$ cat config.mk
export PLATFORM = sky130hd
export DESIGN_NAME = class_selective_fifo_queue
export DESIGN_NICKNAME = d
export VERILOG_FILES = /design/src/sv/cfq_pkg.sv /design/src/sv/cfq_ram.sv /design/src/sv/class_selective_fifo_queue.sv
export SDC_FILE = /design/constraint.sdc
export NUM_CORES = 1
export LEC_CHECK = 0
export ABC_AREA = 0
export BUFFER_PORTS_ARGS = -buffer_cell sky130_fd_sc_hd__buf_2
export CORE_MARGIN = 8
export CORE_UTILIZATION = 55
export CTS_CLUSTER_DIAMETER = 30
export CTS_CLUSTER_SIZE = 16
export DETAILED_ROUTE_END_ITERATION = 10
export PLACE_DENSITY = 0.7
export RECOVER_POWER = 50
export SLEW_MARGIN = 15
export SYNTH_ARGS = -nofsm -noshare
export SYNTH_HDL_FRONTEND = slang
export SYNTH_SLANG_ARGS = --single-unit
$ cat constraint.sdc
create_clock -name aclk -period 7.85 [get_ports aclk]
set_input_delay 0 -clock aclk [delete_from_list [all_inputs] [get_ports aclk]]
set_output_delay 0 -clock aclk [all_outputs]
set_load 0.005 [all_outputs]
$ cat src/sv/cfq_pkg.sv
package cfq_pkg;

    localparam int QUEUE_DEPTH = 16;
    localparam int TAG_BITS    = 16;

    localparam int ADDR_BITS = (QUEUE_DEPTH > 1) ? $clog2(QUEUE_DEPTH) : 1;
    localparam int CNT_BITS  = $clog2(QUEUE_DEPTH + 1);

    // Fixed field widths on the stream ports
    localparam int IO_TAG_BITS   = 16;
    localparam int CLASS_BITS    = 2;
    localparam int STATUS_BITS   = 2;
    localparam int S_DATA_BITS   = 24;
    localparam int M_DATA_BITS   = 24;

    localparam logic OP_ENQ = 1'b0;
    localparam logic OP_DEQ = 1'b1;

    localparam logic [CLASS_BITS-1:0] CLS_ANY = 2'd0;
    localparam logic [CLASS_BITS-1:0] CLS_ONE = 2'd1;
    localparam logic [CLASS_BITS-1:0] CLS_TWO = 2'd2;

    localparam logic [STATUS_BITS-1:0] ST_DONE = 2'd0;
    localparam logic [STATUS_BITS-1:0] ST_FULL = 2'd1;
    localparam logic [STATUS_BITS-1:0] ST_NONE = 2'd2;

    typedef struct packed {
        logic [CLASS_BITS-1:0] cls;
        logic [TAG_BITS-1:0]   tag;
    } entry_t;

    localparam int ENTRY_BITS = $bits(entry_t);

    // Cut or zero-extend a port tag to the stored width
    function automatic logic [TAG_BITS-1:0] tag_to_entry(input logic [IO_TAG_BITS-1:0] t);
        logic [63:0] w;
        w = 64'(t);
        return w[TAG_BITS-1:0];
    endfunction

    function automatic logic [IO_TAG_BITS-1:0] tag_to_port(input logic [TAG_BITS-1:0] t);
        logic [63:0] w;
        w = 64'(t);
        return w[IO_TAG_BITS-1:0];
    endfunction

endpackage

$ cat src/sv/cfq_ram.sv
module cfq_ram #(
    parameter int DEPTH = 16,
    parameter int WIDTH = 18
) (
    input  logic                               aclk,
    input  logic                               wr_en,
    input  logic [$clog2(DEPTH > 1 ? DEPTH : 2)-1:0] wr_addr,
    input  logic [WIDTH-1:0]                   wr_data,
    input  logic [$clog2(DEPTH > 1 ? DEPTH : 2)-1:0] rd_addr,
    output logic [WIDTH-1:0]                   rd_data
);

    logic [WIDTH-1:0] mem [DEPTH];

    always_ff @(posedge aclk) begin
        if (wr_en) begin
            mem[wr_addr] <= wr_data;
        end
        rd_data <= mem[rd_addr];
    end

endmodule

$ cat src/sv/class_selective_fifo_queue.sv
// Channel | Dir | tdata fields (lsb first)                      | Notes
// s_      | in  | opcode[0], entry_class[2:1], entry_tag[18:3]  | one command per transfer
// m_      | out | status[1:0], out_class[3:2], out_tag[19:4]     | one result per command
//
// Enqueue and a dequeue that needs no walk (empty queue, class 3) go from IDLE to FINISH,
// which raises m_tvalid once the output register is free. A walked dequeue passes SEEK_RD
// and SEEK_CHK per visited slot and SHIFT_RD and SHIFT_WR per shifted slot, since each
// costs a RAM read and a check or write step on the single read port shared by the search and the gap-closing shift.
// s_tready is high only in idle; a result waits in the output register, so a new command
// is taken under a stalled sink. aresetn (synchronous) clears count and handshake state.
module class_selective_fifo_queue (
    input  logic                            aclk,
    input  logic                            aresetn,
    input  logic                            s_tvalid,
    output logic                            s_tready,
    input  logic [cfq_pkg::S_DATA_BITS-1:0] s_tdata,  // opcode, entry_class, entry_tag, pad
    output logic                            m_tvalid,
    input  logic                            m_tready,
    output logic [cfq_pkg::M_DATA_BITS-1:0] m_tdata   // status, out_class, out_tag, pad
);

    typedef enum logic [2:0] {
        IDLE,
        SEEK_RD,
        SEEK_CHK,
        SHIFT_RD,
        SHIFT_WR,
        FINISH
    } state_t;

    state_t state_reg, state_next;

    logic [cfq_pkg::CNT_BITS-1:0]    count_reg, count_next;
    logic [cfq_pkg::ADDR_BITS-1:0]   idx_reg, idx_next;
    logic [cfq_pkg::CLASS_BITS-1:0]  cls_reg, cls_next;

    logic [cfq_pkg::STATUS_BITS-1:0] res_status_reg, res_status_next;
    logic [cfq_pkg::CLASS_BITS-1:0]  res_class_reg, res_class_next;
    logic [cfq_pkg::IO_TAG_BITS-1:0] res_tag_reg, res_tag_next;

    logic                            m_valid_reg, m_valid_next;
    logic [cfq_pkg::STATUS_BITS-1:0] m_status_reg, m_status_next;
    logic [cfq_pkg::CLASS_BITS-1:0]  m_class_reg, m_class_next;
    logic [cfq_pkg::IO_TAG_BITS-1:0] m_tag_reg, m_tag_next;

    logic                            in_op;
    logic [cfq_pkg::CLASS_BITS-1:0]  in_cls;
    logic [cfq_pkg::IO_TAG_BITS-1:0] in_tag;

    logic                            wr_en;
    logic [cfq_pkg::ADDR_BITS-1:0]   wr_addr;
    cfq_pkg::entry_t                 wr_entry;
    logic [cfq_pkg::ADDR_BITS-1:0]   rd_addr;
    cfq_pkg::entry_t                 rd_entry;

    logic                            accept;
    logic                            is_full;
    logic                            more_after;
    logic                            more_shift;
    logic                            hit;

    assign in_op  = s_tdata[0];
    assign in_cls = s_tdata[2:1];
    assign in_tag = s_tdata[18:3];

    assign s_tready = (state_reg == IDLE);
    assign accept   = s_tvalid && s_tready;
    assign is_full  = (count_reg == cfq_pkg::CNT_BITS'(cfq_pkg::QUEUE_DEPTH));

    // Slot after idx still holds a live entry
    assign more_after = ((cfq_pkg::CNT_BITS'(idx_reg) + 1'b1) < count_reg);
    assign more_shift = ((cfq_pkg::CNT_BITS'(idx_reg) + 2'd2) < count_reg);
    assign hit        = (cls_reg == cfq_pkg::CLS_ANY) || (rd_entry.cls == cls_reg);

    cfq_ram #(
        .DEPTH(cfq_pkg::QUEUE_DEPTH),
        .WIDTH(cfq_pkg::ENTRY_BITS)
    ) u_ram (
        .aclk    (aclk),
        .wr_en   (wr_en),
        .wr_addr (wr_addr),
        .wr_data (wr_entry),
        .rd_addr (rd_addr),
        .rd_data (rd_entry)
    );

    always_comb begin
        state_next      = state_reg;
        count_next      = count_reg;
        idx_next        = idx_reg;
        cls_next        = cls_reg;
        res_status_next = res_status_reg;
        res_class_next  = res_class_reg;
        res_tag_next    = res_tag_reg;
        m_valid_next    = m_valid_reg;
        m_status_next   = m_status_reg;
        m_class_next    = m_class_reg;
        m_tag_next      = m_tag_reg;

        wr_en        = 1'b0;
        wr_addr      = count_reg[cfq_pkg::ADDR_BITS-1:0];
        wr_entry.cls = in_cls;
        wr_entry.tag = cfq_pkg::tag_to_entry(in_tag);
        rd_addr      = idx_reg;

        if (m_valid_reg && m_tready) begin
            m_valid_next = 1'b0;
        end

        case (state_reg)
            IDLE: begin
                if (accept) begin
                    cls_next        = in_cls;
                    idx_next        = '0;
                    res_class_next  = cfq_pkg::CLS_ANY;
                    res_tag_next    = '0;
                    if (in_op == cfq_pkg::OP_ENQ) begin
                        state_next = FINISH;
                        if (is_full) begin
                            res_status_next = cfq_pkg::ST_FULL;
                        end else begin
                            res_status_next = cfq_pkg::ST_DONE;
                            wr_en           = 1'b1;
                            count_next      = count_reg + 1'b1;
                        end
                    end else if (count_reg == '0 ||
                                 (in_cls != cfq_pkg::CLS_ANY &&
                                  in_cls != cfq_pkg::CLS_ONE &&
                                  in_cls != cfq_pkg::CLS_TWO)) begin
                        res_status_next = cfq_pkg::ST_NONE;
                        state_next      = FINISH;
                    end else begin
                        state_next = SEEK_RD;
                    end
                end
            end
            SEEK_RD: begin
                state_next = SEEK_CHK;
            end
            SEEK_CHK: begin
                if (hit) begin
                    res_status_next = cfq_pkg::ST_DONE;
                    res_class_next  = rd_entry.cls;
                    res_tag_next    = cfq_pkg::tag_to_port(rd_entry.tag);
                    if (more_after) begin
                        state_next = SHIFT_RD;
                    end else begin
                        count_next = count_reg - 1'b1;
                        state_next = FINISH;
                    end
                end else if (more_after) begin
                    idx_next   = idx_reg + 1'b1;
                    state_next = SEEK_RD;
                end else begin
                    res_status_next = cfq_pkg::ST_NONE;
                    state_next      = FINISH;
                end
            end
            SHIFT_RD: begin
                rd_addr    = idx_reg + 1'b1;
                state_next = SHIFT_WR;
            end
            SHIFT_WR: begin
                // Move the younger neighbor down one slot
                wr_en    = 1'b1;
                wr_addr  = idx_reg;
                wr_entry = rd_entry;
                idx_next = idx_reg + 1'b1;
                if (more_shift) begin
                    state_next = SHIFT_RD;
                end else begin
                    count_next = count_reg - 1'b1;
                    state_next = FINISH;
                end
            end
            FINISH: begin
                // Hold until the output register is free
                if (!m_valid_reg || m_tready) begin
                    m_valid_next  = 1'b1;
                    m_status_next = res_status_reg;
                    m_class_next  = res_class_reg;
                    m_tag_next    = res_tag_reg;
                    state_next    = IDLE;
                end
            end
            default: begin
                state_next = IDLE;
            end
        endcase
    end

    always_ff @(posedge aclk) begin
        if (!aresetn) begin
            state_reg   <= IDLE;
            count_reg   <= '0;
            m_valid_reg <= 1'b0;
        end else begin
            state_reg   <= state_next;
            count_reg   <= count_next;
            m_valid_reg <= m_valid_next;
        end
        idx_reg        <= idx_next;
        cls_reg        <= cls_next;
        res_status_reg <= res_status_next;
        res_class_reg  <= res_class_next;
        res_tag_reg    <= res_tag_next;
        m_status_reg   <= m_status_next;
        m_class_reg    <= m_class_next;
        m_tag_reg      <= m_tag_next;
    end

    assign m_tvalid = m_valid_reg;
    assign m_tdata  = {4'b0, m_tag_reg, m_class_reg, m_status_reg};

endmodule

## Yosys cells after proc, flatten, opt, wreduce, memory -nomap -nowiden

Memories as Yosys holds them, arrays and structs flattened. A register that Yosys moved wholly into a read port is not among the register bits.
Index checks and enable logic that the tools add are counted.

- Memories kept: 1
- Input bits: 28
- Memory bits (writable): 288
- Output and inout bits: 26
- Register bits: 55

Memory list:

| memory | words | width | read ports | clocked after Yosys merged registers in | write ports | line | source |
|---|---|---|---|---|---|---|---|
| u_ram.mem | 16 | 18 | 1 | 1 | 1 | cfq_ram.sv:13 | `logic [WIDTH-1:0] mem [DEPTH];` |

- Magnitude comparators: 2
- Multiplexer cells: 45
- Reduce and logical (&&, ||, !) cells: 21
- $add $sub $neg: 5
- Equal/unequal tests: 20

Operator list:

| operator | count |
|---|---|
| $mux 16 | 2 |
| $pmux 16 s2 | 1 |
| $mux 5 | 6 |
| $mux 3 | 8 |
| $mux 4 | 5 |
| $mux 18 | 1 |
| $ne 2x2->1 const B | 9 |
| $pmux 3 s6 | 1 |
| $pmux 5 s3 | 1 |
| $mux 2 | 7 |
| $pmux 4 s3 | 1 |
| $lt 5x5->1 | 2 |
| $mux 1 | 9 |
| $pmux 2 s2 | 2 |
| $reduce_and 4->1 | 2 |
| $reduce_and 7->1 | 1 |
| $eq 3x2->1 const B | 2 |
| $eq 3x3->1 const B | 2 |
| $reduce_and 2->1 | 3 |
| $add 4x1->5 const B | 1 |
| $add 4x2->5 const B | 1 |
| $add 5x1->5 const B | 1 |
| $eq 5x5->1 const B | 1 |
| $logic_not 5->1 | 1 |
| 16 further kinds | 23 |

## Logic depth before layout (Yosys ltp)

Gate-level depths: netlist (run 1).

- Depth after elaboration: 8
- Gate-level depth with buffers: 11
- Depth with buffers taken out: 10

## Cells and area by module

A second synthesis (run 1) with hierarchy kept.

- Cell total of the unflattened synthesis: 731
- Area total of the unflattened synthesis: 14229.9 µm²

By module, submodules not included:

| module | instances | cells each | sequential area each (µm²) | area each (µm²) |
|---|---|---|---|---|
| cfq_ram | 1 | 482 | 9008.6 | 11322.1 |
| class_selective_fifo_queue | 1 | 249 | 1561.5 | 2907.8 |

## Least setup slack after synthesis (run 1)

OpenSTA, ideal clock, no wires.

- Path kind: register -> register
- Start: register state_reg[1]
- End: register res_class_reg[0] (netlist bit) (enable)
- Cell stages (with the launch flop): 5
- Required time: 7434 ps
- Period minus slack after synthesis: 2684 ps
- Path buffers: 2
- Library setup time: 416 ps
- Arrival time: 2268 ps
- Path slack: 5166 ps
- Cells stage by stage: dfxtp_1 -> clkbuf_1 -> clkbuf_1 -> mux2i_1 -> nor3_1

- Word-level cells in the longest chain between the ends: 4

Ends and longest elaborated chain:

| item | line | source |
|---|---|---|
| from (decl) | class_selective_fifo_queue.sv:31 | `state_t state_reg, state_next;` |
| from (signal assigned) | class_selective_fifo_queue.sv:198 | `state_reg <= state_next;` |
| $logic_not 3->1 | class_selective_fifo_queue.sv:66, class_selective_fifo_queue.sv:110 |  |
| $logic_and 1x1->1 | class_selective_fifo_queue.sv:67 | `assign accept = s_tvalid && s_tready;` |
| $ne 2x1->1 (no line) | - |  |
| $reduce_and 3->1 (no line) (*) | - |  |
| to (signal assigned) | class_selective_fifo_queue.sv:205 | `res_class_reg <= res_class_next;` |
| to (decl) | class_selective_fifo_queue.sv:38 | `logic [cfq_pkg::CLASS_BITS-1:0] res_class_reg, res_class_next;` |

Mark *: on every way between the ends. The rest lies on a longest branch, timed or not.
A chain may end at the register's enable or synchronous reset.

## Worst setup path in the final report (run 1)

- Start: register state_reg[1]
- End: register u_ram.rd_data[15] (read register of u_ram.mem)

- Word-level cells in the longest chain between the ends: 2

Ends and longest elaborated chain:

| item | line | source |
|---|---|---|
| $eq 3x2->1 | class_selective_fifo_queue.sv:110 | `case (state_reg)` |
| $mux 4 | class_selective_fifo_queue.sv:110 |  |
| to (decl) | cfq_ram.sv:10 | `output logic [WIDTH-1:0] rd_data` |

No other way between the ends.

==> results.md, run 1 <==
* Clock slew at reported path FFs at 0.05 ns
* Biggest register: u_ram.mem
* Sequential share of the synthesized area at ~74%
* Share of the synthesized area in the top cell type at 70.59%
* Layout cells sized above 1 at 16.67%
* Final WL at 34740 microns
* Synth area leaders: edfxtp_1, o22ai_1, dfxtp_1
* Minimum clock period at around 4.5 ns
* Max reg flops at 288
* Ys flop type: edfxtp_1
* Post-synth top cells: edfxtp_1, nand2_1, o22ai_1
* Worst setup EP type: register
* Biggest area consumer among synthesized cells: edfxtp_1
* CTS max path bufs at 3
* Setup WS pre-CTS at 4.076 ns
* Final setup vio count at 0
* CTS sink cnt at 361
* Clock share of power at 36.9%
* Total track usage at 22.21%
* Fin crit share at 57.45%
* Status: finished, violations left
* WHS at 0.09115 ns
* Final TNS setup at 0 ns
* Worst Clk Skew at between 0.03 and 0.04 ns
* First-pass GRT wire length at 52800 microns
* Number of non-filler instances in the completed layout at ~1.5k
* CTS tree: built
* LEAKAGE at 5.875 nW
* Final std cell area, no fill at between 0.015 and 0.02 sq mm
* Worst Slack Setup Final at 3.340 ns
* Horiz. Die Dim at 176.7 microns
* Sw Pwr at 2.422 mW
* Synth-to-layout area growth at 19.82%
* Unique cell type count in the Yosys netlist at 60
* Initial antenna violation count at 0
* Util after Layout at about two thirds
* Yosys warnings at 0
* Row count at 59
* Vias in the first global route at 9070
* Max Freq at around 220 MHz
* Max VDD drop at 0.0003337 V
* Gpl congestion at about 0.81
* Fin. Hold Viols at 0
* Power, Total at 7.442 mW
* Most frequent cell after synthesis: edfxtp_1
* DR pass1 iterations at 5
* Synthesized cell area at between 0.01 and 0.015 sq mm
* Detailed-route DRC error count at 0
* Fillers at between 1.5k and 2k
* HPWL after detailed placement at 17450 microns
* Io pins at 54
* Biggest registers after layout: u_ram.mem x288, u_ram.rd_data x18
* Worst Path Required at 8.36 ns
* FFs w/ async S/R, synth at 0%
* Synth Area per Inst at 14.29 sq um
* Kind of critical path: reg -> reg
* Largest net degree at the start of global routing at 71
* Port bufs at 44
* H-tree Lvls at 2
* CORE AREA at 0.02569 sq mm
* Via count at 9084
* Initial core utilization at a little under three fifths
* Rel. slew slack at -47.57%
* DR WL/cell at 23.93 microns
* RSZ-0062 raised after global routing: no
* Num CTS Buffers at 57
* Die area at 0.03123 sq mm
* Final Slew Violations at 21
* HP Class: in -> reg
* Antenna Nets Post-Route at 0
* Switching Share at around a third
* Pwr dens at 437.2 mW/mm^2
* Combinational power share at 26.4%
* Cell internal pwr at about 5.0 mW
* Failing checks: capacitance limit, slew limit
* Nets at approximately 1.1k
* Synthesized instance count at 994
* Worst skew pair latency at between 0.5 and 0.6 ns
* Cell Area, Placed at 0.01486 sq mm
* Critical path peak fanout at 37
* DIE HEIGHT at 176.7 microns
* Worst setup SP type: register
* Clk root buf: clkbuf_16
* Initial DRC count at 1067
* Placed Cells at 1338
* MaxCap Viol Count at 1
* Gr ovfl total at 0
* Via/cell ratio at 6.256
* Critical Path AT at between 5 and 6 ns
* Part of the power in registers at 36.7%
* Synthesized flop and latch total at 361
* Worst-Margin Slew at 2.209 ns
* Post-synth EDFFs at 334
[logic make-up after synthesis]
| kind of cell | share of synthesized area (%) |
|---|---|
| multiplexers | 0.8014 |
| AO/OA/AOI/OAI | 12.24 |
| XOR/XNOR | 0.7222 |
| flip-flops | 74.40 |
| adder cells (fa/ha/maj) | 1.286 |
| AND/OR/NAND/NOR | 7.891 |
| buffers and inverters | 2.633 |
| other | 0.02639 |
[placed cells by master (no fill, tap or decap), types with 24 or more instances in the layout]
cell type  Yosys  layout
clkbuf_1      31      26
o21ai_0       59      59
a31oi_1       25      25
buf_4          9      24
clkbuf_16      0      58
buf_2         22      26
nand2_1      129     129
o22ai_1      105     105
dfxtp_1       27      27
edfxtp_1     334     334
[power groups by stage]
stage | Sequential, mW | Combinational [mW] | Clock (mW)
2_1_floorplan | 2.65 | 1.42 | 0
3_3_place_gp | 2.74 | 1.87 | 0
3_5_place_dp | 2.75 | 1.91 | 0
4_1_cts | 2.73 | 1.95 | 2.76
5_1_grt | 2.76 | 2.14 | 2.85
6_report | 2.73 | 1.96 | 2.75
[worst max-delay path, cell delays in order (launching register included)]
cell and delay (ns):
dfxtp_1 0.30, clkbuf_1 0.96, and3b_1 0.87, nand3_4 0.22
xnor2_4 0.91, buf_4 0.53, o21ai_0 0.21, o22ai_1 0.28
a32o_1 0.16
[final cells by class]
type / instances / area [sq um] / area share [%]
diodes: 1 / 2.502 / 0.01470
clock buffers: 62 / 1466 / 8.614
clock inverters: 45 / 675.6 / 3.969
inverters: 13 / 48.80 / 0.2866
multi-input cells: 557 / 3388 / 19.90
flip-flops and latches: 361 / 10570 / 62.09
well taps: 335 / 419.2 / 2.462
repair buffers: 78 / 452.9 / 2.661
[per-layer routing]
layer	up-vias	GRT usage, %	share of wire (%)
li1	4012	-	-
met1	4513	29.48	40
met2	482	36.96	49
met3	77	3.499	9.3
met4	0	7.566	2.5
met5	-	0	0
[worst paths after layout]
check / from / end / slack (ns) / cells past startpoint
max: state_reg[1] / u_ram.rd_data[15] / 3.34 / 8
min: s_tdata[13] / u_ram.mem[2][10] / 0.09 / 3
max reg2reg: state_reg[1] / u_ram.rd_data[15] / 3.34 / 8
min reg2reg: res_tag_reg[10] / m_tag_reg[10] / 0.41 / 0
[repair_timing]
action                    4_1_cts  5_1_grt
hold endpoints to repair       15        0
setup buffers                   0        0
hold buffers                    6        0
gates resized for setup         0        0
No activity file was read; power rests on OpenSTA's default activity.
==> run 2, diff against run 1 <==
--- a/config.mk
+++ b/config.mk
@@ -12,7 +12,7 @@
 export CTS_CLUSTER_DIAMETER = 30
 export CTS_CLUSTER_SIZE = 16
 export DETAILED_ROUTE_END_ITERATION = 10
-export PLACE_DENSITY = 0.7
+export PLACE_DENSITY = 0.73
 export RECOVER_POWER = 50
 export SLEW_MARGIN = 15
 export SYNTH_ARGS = -nofsm -noshare
==> constraint.sdc (replaced) <==
create_clock -name aclk -period 4.12 [get_ports aclk]
set_input_delay 0 -clock aclk [delete_from_list [all_inputs] [get_ports aclk]]
set_output_delay 0 -clock aclk [all_outputs]
set_load 0.005 [all_outputs]
==> run 2 against run 1 <==
Against the previous run:
- the flow still finishes with violations (capacitance limit, slew limit)
- non-clock buffer count grew 6
- flip-flop and latch count did not move
- critical path depth is 2 lower
- clock-buffer cell count is 7 higher
- maximum frequency increased by 27%
- routed wire length increased by 2.8%
- utilization rose by 0.30 points
- clock skew is 0.019 ns lower
- die area unchanged
- largest cell class unchanged
==> results.md, run 2 (synthesis results as in run 1) <==
* Worst Clk Skew at 0.01430 ns (-0.01873 ns)
* Worst path slowest cell: clkbuf_1
* Worst-Margin Slew at 1.733 ns (-0.4760 ns)
* Critical Path AT at 3.71 ns (-1.31 ns)
* DIE HEIGHT at 176.7 microns (unchanged)
* HP Class: in -> reg
* Layout cells sized above 1 at 16.74% (+0.074 points)
* Minimum clock period at 3.544 ns (-0.9655 ns)
* Worst Path Required at 4.29 ns (-4.07 ns)
* WHS at 0.1351 ns (+0.04399 ns)
* Rel. slew slack at -15.77% (+32 points)
* Worst setup EP type: register
* Final TNS setup at 0 ns (unchanged)
* First-pass GRT wire length at 53730 microns (+1.8%)
* Post-CTS Setup Inserts at 0 (unchanged)
* Final Slew Violations at 40 (+90%)
* Final WL at 35720 microns (+2.8%)
* Crit path top cell by count: clkbuf_1
* DR WL/cell at 24.40 microns (+2.0%)
* Final setup vio count at 0 (unchanged)
* Io pins at 54 (unchanged)
* Buf/Inv on CP at 2 (unchanged)
* Pwr dens at 835.2 mW/mm^2 (+91%)
* Total track usage at 22.50% (+0.29 points)
* Gr ovfl total at 0 (unchanged)
* Kind of critical path: reg -> reg
* Biggest register: u_ram.mem
* Nets at 1119 (+0.81%)
* H-tree Lvls at 2 (unchanged)
* Clock slew at reported path FFs at 0.06 ns (about the same)
* Die area at 0.03123 sq mm (unchanged)
* Worst skew pair latency at 0.58 ns (about the same)
* Max Freq at 282.2 MHz (+27%)
* Biggest registers after layout: u_ram.mem x288, u_ram.rd_data x18
* Gpl congestion at 0.8288 (+2.8%)
* Synth-to-layout area growth at 20.36%
* HPWL after detailed placement at 19070 microns (+9.2%)
* Commonest cells after routing, fill and taps aside: edfxtp_1, nand2_1, o22ai_1
* # hold bufs at CTS at 6 (unchanged)
* CTS sink cnt at 361 (unchanged)
* LEAKAGE at 5.908 nW (+0.56%)
* Post-CTS Resized at 0 (unchanged)
* CTS max path bufs at 3 (unchanged)
* CORE AREA at 0.02569 sq mm (unchanged)
* Failing checks: capacitance limit, slew limit
* Critical path peak fanout at 21 (-43%)
* Initial antenna violation count at 0 (unchanged)
* Fin. Hold Viols at 0 (unchanged)
* Worst setup SP type: register
* Via count at 9334 (+2.8%)
* Util after Layout at 66.56% (+0.30 points)
* Num CTS Buffers at 60 (+5.3%)
* CTS tree: built
* Max VDD drop at 0.0006002 V (+80%)
* Initial core utilization at 55.30% (unchanged)
* Initial DRC count at 1348 (+26%)
* Commonest non-fill, non-tap cell in the layout: edfxtp_1
* Largest net degree at the start of global routing at 71 (unchanged)
* Vias in the first global route at 9179 (+1.2%)
* Horiz. Die Dim at 176.7 microns (unchanged)
* Row count at 59 (unchanged)
* Crit path max-delay family: buffers and inverters
* Crit-path cells: nor2_1, clkbuf_1, and3_1, a22oi_1, nor2_2, clkbuf_1
* DR pass1 iterations at 7 (+2)
* Via/cell ratio at 6.376 (+1.9%)
* Fillers at 1659 (-3.8%)
* CP peak stage delay at 1.14 ns (+0.18 ns)
* Max reg flops at 288 (unchanged)
* Port bufs at 44 (unchanged)
* Clk root buf: clkbuf_16
* Antenna Nets Post-Route at 0 (unchanged)
* RSZ-0062 raised after global routing: no
* ANT cells at 0 (-1)
* MaxCap Viol Count at 2 (+1)
* Status: finished, violations left
* Detailed-route DRC error count at 0 (unchanged)
* Fin crit share at 86.02% (+29 points)
run 2: path summary, 6_finish.rpt:
kind,from,endpoint,slack (ns),cells after the start
setup / recovery,state_reg[0],u_ram.mem[11][4],0.58,6
hold / removal,s_tdata[17],u_ram.mem[15][14],0.14,3
setup reg to reg,state_reg[0],u_ram.mem[11][4],0.58,6
hold reg to reg,res_tag_reg[3],m_tag_reg[3],0.41,0
run 2: power breakdown:
part           internal (mW)  switching, mW
combinational           1.27           2.61
sequential              4.86          0.312
clock                   3.41           1.81
total                   9.55           4.74
run 2: stage by stage:
step / std cells / area (sq um) / setup WS (ns) / power, mW
global route: 1464 / 17100 / 0.4892 / 14.81
floorplan: 997 / 14220 / 1.436 / 7.756
detailed placement: 1344 / 14950 / 0.9840 / 8.949
CTS: 1464 / 17160 / 0.8939 / 14.26
global placement: 1344 / 14950 / 1.021 / 8.832
finish: 1464 / 17100 / 0.5759 / 14.28
run 2: worst min-delay path: stages:
cell and delay, ns:
buf_2 0.07, nand2_1 0.04, nand2_1 0.36
run 2: per-layer routing:
metal | GRT usage [%] | vias to the layer above | routed length [microns]
met3 | 4.310 | 107 | 3603
met2 | 36.67 | 584 | 17090
li1 | - | 4041 | -
met5 | 0 | - | 0
met4 | 9.877 | 0 | 1330
met1 | 29.14 | 4602 | 13700
run 2: final cells by class:
cell class / instances / area (sq um) / share of cell area (%)
tap: 335 / 419.2 / 2.451
inverter: 13 / 48.80 / 0.2854
clock inverter: 45 / 578.1 / 3.380
sequential: 361 / 10570 / 61.81
multi-input combinational: 557 / 3371 / 19.71
clock buffer: 69 / 1577 / 9.219
timing repair buffer: 84 / 536.8 / 3.139
